--- config.mk ---
export PLATFORM = sky130hd
export DESIGN_NAME = dns_answer_ttl_scanner
export DESIGN_NICKNAME = d
export VERILOG_FILES = /design/src/dats_pkg.sv /design/src/dns_answer_ttl_scanner.sv
export SDC_FILE = /design/constraint.sdc
export NUM_CORES = 1
export LEC_CHECK = 0
export ABC_CLOCK_PERIOD_IN_PS = 7300
export BUFFER_PORTS_ARGS = -buffer_cell sky130_fd_sc_hd__buf_4
export CORE_ASPECT_RATIO = 1.2
export CORE_MARGIN = 2
export CORE_UTILIZATION = 50
export DETAILED_ROUTE_END_ITERATION = 10
export PLACE_DENSITY = 0.75
export SKIP_LAST_GASP = 1
export SYNTH_ARGS = -nofsm -noshare
export SYNTH_HDL_FRONTEND = slang
export SYNTH_SLANG_ARGS = --single-unit
--- constraint.sdc ---
create_clock -name clk -period 7.3 [get_ports clk]
set_clock_uncertainty 0.05 [all_clocks]
set_input_delay 1.46 -clock clk [delete_from_list [all_inputs] [get_ports clk]]
set_output_delay 1.46 -clock clk [all_outputs]
set_load 0.03 [all_outputs]
--- src/dats_pkg.sv ---
// ----------------------------------------------------------------------------
// dats_pkg
// Shared types and constants for the DNS answer TTL scanner.
// ----------------------------------------------------------------------------
package dats_pkg;

  localparam int unsigned HeaderLen = 12;
  localparam logic [7:0]  PtrMark   = 8'd128;
  localparam logic [15:0] FixedQ    = 16'd4;
  localparam logic [15:0] FixedPtr  = 16'd5;
  localparam int unsigned MaxRes    = 4;

  localparam logic [3:0] HdrQdHi = 4'd4;
  localparam logic [3:0] HdrQdLo = 4'd5;
  localparam logic [3:0] HdrAnHi = 4'd6;
  localparam logic [3:0] HdrAnLo = 4'd7;

  typedef enum logic [3:0] {
    PH_HDR,
    PH_NAME,
    PH_LABEL,
    PH_FIXED,
    PH_TTL,
    PH_RDHI,
    PH_RDLO,
    PH_RDATA,
    PH_PASS
  } phase_t;

endpackage

--- src/dns_answer_ttl_scanner.sv ---
// ----------------------------------------------------------------------------
// dns_answer_ttl_scanner
// Parses a DNS message byte by byte, tracks the minimum answer TTL or
// rewrites each answer TTL as TTL minus delta.
//
//   channel | handshake           | payload
//   --------+---------------------+--------------------------------------------
//   input   | in_valid, in_ready  | data_byte, msg_last, func, delta
//   output  | out_valid, out_ready| out_byte, run_last, msg_end, min_ttl,
//           |                     | truncated
//
// A byte is parsed in the cycle it is accepted; its results (zero to four
// beats) sit in a four-byte output buffer and leave one beat per cycle
// while out_ready is high. Most bytes give one beat, so the sustained rate
// is one byte per cycle without stalls; the fourth byte of a rewritten TTL
// gives four beats and holds input. A new byte is taken while the last
// buffered beat is being taken. Reset clears the parser and the buffer.
// ----------------------------------------------------------------------------
module dns_answer_ttl_scanner (
  input  logic        clk,
  input  logic        rst,
  input  logic        in_valid,
  output logic        in_ready,
  input  logic [7:0]  data_byte,
  input  logic        msg_last,
  input  logic        func,
  input  logic [31:0] delta,
  output logic        out_valid,
  input  logic        out_ready,
  output logic [7:0]  out_byte,
  output logic        run_last,
  output logic        msg_end,
  output logic [31:0] min_ttl,
  output logic        truncated
);

  // parser state
  dats_pkg::phase_t phase, phase_next;
  logic [3:0]  hdr_idx, hdr_idx_next;
  logic [15:0] q_left, q_left_next;
  logic [15:0] a_left, a_left_next;
  logic [15:0] skip, skip_next;
  logic [23:0] held, held_next;
  logic [1:0]  ttl_idx, ttl_idx_next;
  logic [7:0]  len_hi, len_hi_next;
  logic [31:0] run_min, run_min_next;
  logic        mode, mode_next;
  logic [31:0] dlt, dlt_next;
  logic        at_start, at_start_next;

  // output buffer
  logic [31:0] obuf;
  logic [2:0]  cnt;
  logic [31:0] grp_min;
  logic        grp_end;
  logic        grp_trunc;

  logic        accept;
  logic        pop;
  logic [2:0]  n_res;
  logic [31:0] res_bytes;
  logic [31:0] ttl_full;
  logic [31:0] ttl_new;

  assign out_valid = (cnt != 3'd0);
  assign pop       = out_valid && out_ready;
  assign in_ready  = (cnt == 3'd0) || ((cnt == 3'd1) && out_ready);
  assign accept    = in_valid && in_ready;

  assign out_byte  = obuf[31:24];
  assign run_last  = (cnt == 3'd1);
  assign msg_end   = (cnt == 3'd1) && grp_end;
  assign truncated = (cnt == 3'd1) && grp_trunc;
  assign min_ttl   = grp_min;

  always_comb begin
    dats_pkg::phase_t ph;
    logic [3:0]  hi;
    logic [15:0] ql;
    logic [15:0] al;
    logic [15:0] sk;
    logic [23:0] hd;
    logic [1:0]  ti;
    logic [7:0]  lh;
    logic [31:0] rm;
    logic        md;
    logic [31:0] dl;
    logic [3:0]  hi_inc;
    logic [15:0] sk_dec;
    logic [15:0] al_dec;
    logic [15:0] rdlen;

    if (at_start) begin
      ph = dats_pkg::PH_HDR;
      hi = 4'd0;
      ql = 16'd0;
      al = 16'd0;
      sk = 16'd0;
      hd = 24'd0;
      ti = 2'd0;
      lh = 8'd0;
      rm = '1;
      md = func;
      dl = delta;
    end else begin
      ph = phase;
      hi = hdr_idx;
      ql = q_left;
      al = a_left;
      sk = skip;
      hd = held;
      ti = ttl_idx;
      lh = len_hi;
      rm = run_min;
      md = mode;
      dl = dlt;
    end

    hi_inc   = hi + 4'd1;
    sk_dec   = sk - 16'd1;
    al_dec   = al - 16'd1;
    rdlen    = {lh, data_byte};
    ttl_full = {hd, data_byte};
    ttl_new  = ttl_full - dl;

    phase_next   = ph;
    hdr_idx_next = hi;
    q_left_next  = ql;
    a_left_next  = al;
    skip_next    = sk;
    held_next    = hd;
    ttl_idx_next = ti;
    len_hi_next  = lh;
    run_min_next = rm;
    mode_next    = md;
    dlt_next     = dl;
    n_res        = 3'd1;
    res_bytes    = {data_byte, 24'd0};

    case (ph)
      dats_pkg::PH_HDR: begin
        case (hi)
          dats_pkg::HdrQdHi: q_left_next = {data_byte, ql[7:0]};
          dats_pkg::HdrQdLo: q_left_next = {ql[15:8], data_byte};
          dats_pkg::HdrAnHi: a_left_next = {data_byte, al[7:0]};
          dats_pkg::HdrAnLo: a_left_next = {al[15:8], data_byte};
          default: ;
        endcase
        hdr_idx_next = hi_inc;
        if (hi_inc >= 4'(dats_pkg::HeaderLen)) begin
          phase_next = (ql != 16'd0 || al != 16'd0) ? dats_pkg::PH_NAME
                                                    : dats_pkg::PH_PASS;
        end
      end
      dats_pkg::PH_NAME: begin
        if (data_byte == 8'd0) begin
          skip_next  = dats_pkg::FixedQ;
          phase_next = dats_pkg::PH_FIXED;
        end else if (data_byte >= dats_pkg::PtrMark) begin
          skip_next  = dats_pkg::FixedPtr;
          phase_next = dats_pkg::PH_FIXED;
        end else begin
          skip_next  = {8'd0, data_byte};
          phase_next = dats_pkg::PH_LABEL;
        end
      end
      dats_pkg::PH_LABEL: begin
        skip_next = sk_dec;
        if (sk_dec == 16'd0) phase_next = dats_pkg::PH_NAME;
      end
      dats_pkg::PH_FIXED: begin
        skip_next = sk_dec;
        if (sk_dec == 16'd0) begin
          if (ql != 16'd0) begin
            q_left_next = ql - 16'd1;
            phase_next  = ((ql - 16'd1) != 16'd0 || al != 16'd0) ? dats_pkg::PH_NAME
                                                                  : dats_pkg::PH_PASS;
          end else begin
            ttl_idx_next = 2'd0;
            held_next    = 24'd0;
            phase_next   = dats_pkg::PH_TTL;
          end
        end
      end
      dats_pkg::PH_TTL: begin
        if (ti == 2'd3) begin
          if (md) begin
            n_res     = 3'(dats_pkg::MaxRes);
            res_bytes = ttl_new;
          end else if (ttl_full < rm) begin
            run_min_next = ttl_full;
          end
          ttl_idx_next = 2'd0;
          phase_next   = dats_pkg::PH_RDHI;
        end else begin
          if (md) begin
            if (msg_last) begin
              n_res = {1'b0, ti} + 3'd1;
              case (ti)
                2'd1:    res_bytes = {hd[7:0], data_byte, 16'd0};
                2'd2:    res_bytes = {hd[15:0], data_byte, 8'd0};
                default: res_bytes = {data_byte, 24'd0};
              endcase
            end else begin
              n_res = 3'd0;
            end
          end
          held_next    = {hd[15:0], data_byte};
          ttl_idx_next = ti + 2'd1;
        end
      end
      dats_pkg::PH_RDHI: begin
        len_hi_next = data_byte;
        phase_next  = dats_pkg::PH_RDLO;
      end
      dats_pkg::PH_RDLO: begin
        skip_next = rdlen;
        if (rdlen == 16'd0) begin
          a_left_next = al_dec;
          phase_next  = (ql != 16'd0 || al_dec != 16'd0) ? dats_pkg::PH_NAME
                                                         : dats_pkg::PH_PASS;
        end else begin
          phase_next = dats_pkg::PH_RDATA;
        end
      end
      dats_pkg::PH_RDATA: begin
        skip_next = sk_dec;
        if (sk_dec == 16'd0) begin
          a_left_next = al_dec;
          phase_next  = (ql != 16'd0 || al_dec != 16'd0) ? dats_pkg::PH_NAME
                                                         : dats_pkg::PH_PASS;
        end
      end
      default: ;
    endcase

    at_start_next = msg_last;
  end

  // parser state: advance on every accepted beat
  always_ff @(posedge clk) begin
    if (rst) begin
      phase    <= dats_pkg::PH_HDR;
      hdr_idx  <= 4'd0;
      q_left   <= 16'd0;
      a_left   <= 16'd0;
      skip     <= 16'd0;
      held     <= 24'd0;
      ttl_idx  <= 2'd0;
      len_hi   <= 8'd0;
      run_min  <= '1;
      mode     <= 1'b0;
      dlt      <= 32'd0;
      at_start <= 1'b1;
    end else if (accept) begin
      phase    <= phase_next;
      hdr_idx  <= hdr_idx_next;
      q_left   <= q_left_next;
      a_left   <= a_left_next;
      skip     <= skip_next;
      held     <= held_next;
      ttl_idx  <= ttl_idx_next;
      len_hi   <= len_hi_next;
      run_min  <= run_min_next;
      mode     <= mode_next;
      dlt      <= dlt_next;
      at_start <= at_start_next;
    end
  end

  // output buffer: load a group, drop one beat per take
  always_ff @(posedge clk) begin
    if (rst) begin
      cnt <= 3'd0;
    end else if (accept && n_res != 3'd0) begin
      cnt <= n_res;
    end else if (pop) begin
      cnt <= cnt - 3'd1;
    end
  end

  always_ff @(posedge clk) begin
    if (accept && n_res != 3'd0) begin
      obuf      <= res_bytes;
      grp_min   <= run_min_next;
      grp_end   <= msg_last;
      grp_trunc <= msg_last && (phase_next != dats_pkg::PH_PASS);
    end else if (pop) begin
      obuf <= {obuf[23:0], 8'd0};
    end
  end

endmodule

==> impl_metrics.toml, run 1 <==
[timing]
period_share_pct = 66.78
fin_crit_ns = 4.875
slew_viol_final = 0
max_freq_mhz = 205.1
rsz0062_at_grt = "false"
setup_tns_ns = 0
worst_pin_slew_ns = 1.061
setup_viol_count_final = 0
max_slew_margin_pct = 29.25
hold_violations = 0

[placed_design]
port-buffer-count = 90
post_dp_cell_area_um2 = 15680
hpwlAfterDp_um = 31540
place_congestion = 0.9451

[detailed_routing]
drt-wirelength-per-cell_um = 20.59
drcViolationCount = 0
drtPass1Iterations = 8
viasPerCell = 6.542
routed_wl_um = 46440
drtAntennaViolNets = 0
via_count = 14750
drt_iter0_drc = 1540

[synthesis]
synth_async_sr_flop_share_pct = 0
syn-num-nets = 1974
seq_area_frac_synth_pct = 34.67
yosysWarningCount = 0
synth_edf_count = 66
synth.distinct_cells = 80
avgSynthCellArea_um2 = 8.056
ys_ff_latch = 225
syn_inst = 1849
netlist_area_um2 = 14900
ys.flop_type = "dfxtp_1"

[power]
power_density_nw_per_um2 = 323.1
leakage_uw = 0.006249
ir_drop_uv = 260.2

[die]
dieWidth_um = 161.6
die_area_um2 = 31190
coreArea_um2 = 29440
io_pins = 91
rows = 69
initial_utilization_pct = 50.60
chipHeight_um = 193.1

[global_route]
grt_usage_pct = 29.04
antenna_found_initial = 0
grt_max_degree = 81
grt_pass1_wl_um = 73150
grt_pass1_vias = 13800
grt_overflow = 0

[worst_setup_path]
crit_required_ns = 7.51
cp.arrival_ns = 5.08
worstSetupPathType = "flip-flop to flip-flop"
ff2ff_path_depth = 12
crit_path_end_kind = "flip-flop"
r2r-end = "obuf[27]"
critPathLaunchType = "flip-flop"
timing.rr.start = "at_start"
ff2ff_setup_slack_ns = 2.43
crit_fanout = 73

[cts]
insertion_delay_ns = 0.54
cts_setup_buffers = 0
clk_pin_slew_ns = 0.06
cts_tree = "yes"
cts_root_buffer = "clkbuf_16"
htreeDepth = 1
holdBufCountCts = 0
clockBufferDepth = 3
cts.repair.resized = 0
numCtsBuffers = 25
cts.sinks = 225

[worst_hold_path]
hp-start = "dlt[0]"
min_to = "dlt[0]"
hp-class = "flip-flop to flip-flop"
min_delay_path_depth = 2

[layout]
postLayoutCoreUtil_pct = 56.06
nets = 1971
final_area_um2 = 16500
nFillCells = 2725
drive_gt1_share_pct = 10.08
synthToLayoutAreaGrowth_pct = 10.79
antenna_cells = 0

[status]
status = "finished, final reports clean"

[job]
drv_cap = 0
==> cell families after synthesis <==
group	after synthesis	synth area share [%]
simple gates	654	20.53
compound gates	621	27.60
flops	225	34.67
buf+inv	182	4.922
fa+ha+maj	79	6.686
mux	46	3.116
xor+xnor	42	2.470
==> layout by cell type (no fill, tap or decap), types with 11 or more instances in the layout <==
master,instances
a211oi_1,47
a21o_1,11
a21oi_1,127
a221oi_1,16
a22o_1,28
a22oi_1,66
a311oi_1,12
a31oi_1,21
and3_1,12
buf_4,112
clkbuf_16,27
dfxtp_1,158
edfxtp_1,66
ha_1,78
inv_1,39
mux2i_1,43
nand2_1,159
nand3_1,37
nand4_1,15
nor2_1,251
nor2b_1,45
nor3_1,48
nor4_1,14
o211ai_1,16
o21a_1,11
o21ai_0,161
o31ai_1,11
or3_1,15
xnor2_1,18
xor2_1,24
==> per-stage QoR <==
stage | cells | hold slack [ns] | total power [uW] | setup WS, ns
floorplan | 1849 | 0.3838 | 3474 | 2.443
global placement | 2209 | 0.3964 | 3990 | 2.477
detailed placement | 2209 | 0.3983 | 4035 | 2.396
CTS | 2255 | 0.4072 | 5305 | 2.457
global route | 2255 | 0.4548 | 5636 | 2.063
finish | 2255 | 0.4091 | 5332 | 2.425
==> area by class of cell <==
type                    count  area [um^2]  area share (%)
inverters                  40        150.1          0.9098
clock inverters            11        87.58          0.5307
flip-flops and latches    225         5169           31.32
clock buffers              35        735.7           4.458
multi-input cells        1442         9032           54.73
repair buffers            112        840.8           5.095
well taps                 390        488.0           2.957
==> where the power goes <==
part	total [uW]	internal [uW]	switching, uW
Clock	1270	738	531
Combinational	2200	754	1450
Sequential	1860	1620	243
==> worst max-delay path by stage <==
stage / cells after the start / from / to / slack, ns
2_1_floorplan: 17 / at_start / obuf[30] / 2.44
3_3_place_gp: 14 / data_byte[0] / obuf[30] / 2.48
6_report: 12 / at_start / obuf[27] / 2.43
4_1_cts: 12 / at_start / obuf[27] / 2.46
3_5_place_dp: 14 / data_byte[0] / obuf[30] / 2.40
5_1_grt: 12 / at_start / obuf[27] / 2.06
==> cells in the mapped netlist (18+ instances only) <==
cell,instances,area (um^2)
a21oi_1,128,640.6
ha_1,78,975.9
a31oi_1,21,131.4
nor2b_1,45,281.5
xnor2_1,18,157.7
a211oi_1,47,352.8
clkbuf_1,119,446.7
a22oi_1,66,495.5
edfxtp_1,66,1982
xor2_1,24,210.2
inv_1,39,146.4
dfxtp_1,159,3183
o21ai_0,161,805.8
nor2_1,252,945.9
nand2_1,160,600.6
nand3_1,37,185.2
a22o_1,28,245.2
mux2i_1,43,430.4
nor3_1,49,245.2
==> per-layer routing <==
| layer | routed length [um] | up-vias | track usage [%] | share of wire (%) |
|---|---|---|---|---|
| li1 | - | 6878 | - | - |
| met1 | 18090 | 6976 | 35.41 | 39 |
| met2 | 21970 | 721 | 50.00 | 47 |
| met3 | 3762 | 177 | 3.850 | 8.1 |
| met4 | 2621 | 0 | 15.76 | 5.6 |
| met5 | 0 | - | 0 | 0 |
==> flip-flops by register name, indices dropped and copies added, names as in the netlist <==
| register | cells |
|---|---|
| at_start | 1 |
| held | 24 |
| grp_end | 1 |
| hdr_idx | 4 |
| obuf | 32 |
| len_hi | 8 |
| ttl_idx | 2 |
| dlt | 32 |
| phase | 4 |
| mode | 1 |
| q_left | 16 |
| skip | 16 |
| a_left | 16 |
| run_min | 32 |
| min_ttl | 32 |
| cnt | 3 |
| grp_trunc | 1 |
==> critical path, cell delays in order (launching register included) <==
cell and delay, ns:
dfxtp_4 0.83, buf_4 0.80, nor2b_1 0.31, ha_1 0.45, a211oi_1 0.31, o21ai_0 0.18
a41o_1 0.27, and3_1 0.18, nor3_1 0.32, nand2_1 0.17, a311oi_1 0.35, mux2i_1 0.22
o311ai_0 0.14
(Power assumes the default switching activity.)
==> inputs of run 2 (changes only) <==
- ABC_AREA: unset -> 1
- ABC_CLOCK_PERIOD_IN_PS: 7300 -> 4070
- PLACE_DENSITY: 0.75 -> 0.77
- clock period: 7.3 -> 4.07 ns (I/O delays scaled with it)
==> run 2 against run 1 <==
Die area increased by 10%. Register-to-register slack worse by 1.9 ns. Global-route usage rose by 1.6 points. Via count increased by 17%. Synthesized cell count is 33% higher. Critical endpoint is now ttl_idx[0].
==> impl_metrics.toml, run 2 <==
[status]
status = "finished, final reports clean"

[worst_setup_path]
cp.depth = 17
crit_fanout = 52
timing.rr.start = "at_start"
crit_path_end = "ttl_idx[0]"
ff2ff_setup_slack_ns = 0.52
crit_path_top_delay_cell = "dfxtp_4"
worst_path_most_repeated_cell = "nand2_1"
max_stage_delay_ns = 0.46
worstSetupPathType = "flip-flop to flip-flop"
crit_required_ns = 4.44
critPathLaunchType = "flip-flop"
cp.buffers_inverters = 2
r2r-end = "ttl_idx[0]"
crit_path_end_kind = "flip-flop"
cp.arrival_ns = 3.92
ff2ff_path_depth = 17
critical_path.startpoint = "at_start"
critPathTopFamily = "simple AND/OR/NAND/NOR gates"
path_cells = "inv_6 -> nand2_1 -> ha_1 -> nand2_2 -> nor2_2 -> nand2_1 -> nand2_1 -> nor2_1 -> nand3_1 -> nor2_2 -> nand3_4 -> inv_2 -> nand2_1 -> nand2_1 -> nand2_2 -> o21ai_0 -> a21oi_1"

[die]
rows = 72
dieWidth_um = 169.6
die_area_um2 = 34380
chipHeight_um = 202.7
coreArea_um2 = 32340
io_pins = 91
initial_utilization_pct = 50.87

[layout]
final_cell_mix = "nand2_1 (604), inv_1 (243), nor2_1 (242)"
seq_area_um2 = 5169
drive_gt1_share_pct = 10.69
nets = 2622
nFillCells = 3192
mostFrequentLayoutCell = "nand2_1"
multi_input_area_um2 = 9704
antenna_cells = 0
synthToLayoutAreaGrowth_pct = 10.97
final_cells = 2924

[cts]
clockBufferDepth = 3
cts.repair.resized = 0
numCtsBuffers = 26
holdBufCountCts = 0
htreeDepth = 1
cts_tree = "yes"
cts.sinks = 225
insertion_delay_ns = 0.57
clk_pin_slew_ns = 0.06
cts_root_buffer = "clkbuf_16"
cts_setup_buffers = 0

[detailed_routing]
drtPass1Iterations = 6
viasPerCell = 5.878
drt_iter0_drc = 1572
drcViolationCount = 0
via_count = 17190
routed_wl_um = 54030
drt-wirelength-per-cell_um = 18.48
drtAntennaViolNets = 0

[global_route]
grt_max_degree = 213
grt_pass1_wl_um = 84950
grt_pass1_vias = 16520
grt_overflow = 0
grt_usage_pct = 30.65
antenna_found_initial = 0

[placed_design]
port-buffer-count = 90
place_congestion = 0.9594
hpwlAfterDp_um = 38240
placed_cells = 2876

[synthesis]
synthAdderAreaFrac_pct = 6.053
yosys.area.top_type = "dfxtp_1"
seq_area_frac_synth_pct = 31.39
synth.distinct_cells = 55
synth-compound-area-share_pct = 22.52
ys.flop_type = "dfxtp_1"
synth_top_area_share_pct = 19.35
synth_mux_area_share_pct = 1.825
synth_edf_count = 66
syn_inst = 2452
synth_top_cells_by_count = "nand2_1 (605), inv_1 (244), nor2_1 (242), a21oi_1 (225), o21ai_0 (222)"
synth_simple_gate_area_share_pct = 27.39
yosysWarningCount = 0
synth_area_leaders = "dfxtp_1 (19%), nand2_1 (14%), edfxtp_1 (12%), a21oi_1 (6.8%), o21ai_0 (6.8%)"
netlist_area_um2 = 16450
synth_xor_area_share_pct = 1.118
syn-num-nets = 2577
synth_top_family_by_area = "simple AND/OR/NAND/NOR gates"
ys_ff_latch = 225
yosysMostFrequentCell = "nand2_1"
synth_async_sr_flop_share_pct = 0
avgSynthCellArea_um2 = 6.710

[timing]
slew_viol_final = 0
max_slew_margin_pct = 41.68
worst_pin_slew_ns = 0.8748
rsz0062_at_grt = "false"
max_freq_mhz = 281.9
setup_tns_ns = 0
hold_violations = 0
fin_crit_ns = 3.548
setup_viol_count_final = 0
period_share_pct = 87.17

[worst_hold_path]
hp-class = "flip-flop to flip-flop"

[power]
p_comb_share_pct = 45.2
power.share.switching_pct = 44.64
p_seq_share_pct = 33.3
p_int_uw = 5877
power_density_nw_per_um2 = 581.5
power.switching_uw = 4739
leakage_uw = 0.008398
p_clk_share_pct = 21.5
ir_drop_uv = 446.8

[job]
drv_cap = 0
==> run 2: cell types whose count changed after synthesis, sizes merged, moves of 59 or more <==
cell,change
nand2,+473
o21ai,+90
inv,+217
nand3,+70
a22oi,-59
a21oi,+96
==> run 2: kinds of logic after synthesis <==
kind of cell / count (synthesis)
muxes: 30
buffers and inverters: 385
and+or+nand+nor: 1058
DFF: 225
adders and majority gates: 79
xor gates and xnor gates: 21
AOI/OAI and AO/OA: 654
==> run 2: per-layer routing <==
layer | up-vias | GRT usage, % | part of all wire [%]
li1 | 8369 | - | -
met1 | 8014 | 36.04 | 39
met2 | 636 | 53.80 | 48
met3 | 168 | 3.567 | 6.4
met4 | 0 | 17.64 | 6.0
met5 | - | 0 | 0
==> run 2: final cells by class <==
class,instances,share of cell area (%)
clock inverter,19,0.8292
clock buffer,29,3.625
sequential,225,28.31
timing repair buffer,138,5.811
inverter,264,5.482
multi-input combinational,1842,53.15
tap,407,2.789
==> run 2: worst min-delay path by stage <==
stage              from  endpoint  slack [ns]  cells past startpoint
6_report         dlt[0]    dlt[0]        0.41                      2
4_1_cts          dlt[0]    dlt[0]        0.40                      2
5_1_grt        msg_last   grp_end        0.42                      1
2_1_floorplan    dlt[0]    dlt[0]        0.37                      2
3_5_place_dp     dlt[0]    dlt[0]        0.40                      2
3_3_place_gp     dlt[0]    dlt[0]        0.39                      2
==> run 2: through the flow <==
step                total power [uW]  hold WS [ns]  utilization, %  setup WS, ns  area, um^2
floorplan                       7007        0.3744               -        0.3593       16450
global placement                8163        0.3860           53.94        0.5051       17440
detailed placement              8302        0.3968           53.94        0.4613       17440
CTS                            10590        0.4048           56.45        0.5886       18260
global route                   11320        0.4162           56.45        0.2117       18260
finish                         10620        0.4058           56.45        0.5222       18260
==> run 2: worst register-to-register path, cell delays in order (launching register included) <==
cell and delay, ns:
dfxtp_4 0.46, inv_6 0.40, nand2_1 0.23, ha_1 0.29, nand2_2 0.09, nor2_2 0.05
nand2_1 0.05, nand2_1 0.12, nor2_1 0.20, nand3_1 0.11, nor2_2 0.17, nand3_4 0.18
inv_2 0.12, nand2_1 0.12, nand2_1 0.10, nand2_2 0.28, o21ai_0 0.30, a21oi_1 0.09
==> run 2: power by group through the flow <==
stage	clock, uW	sequential, uW	combinational [uW]
after floorplan	0	3460	3550
after global placement	0	3540	4620
after detailed placement	0	3570	4730
after CTS	2310	3530	4750
after global routing	2390	3600	5330
final	2280	3530	4800
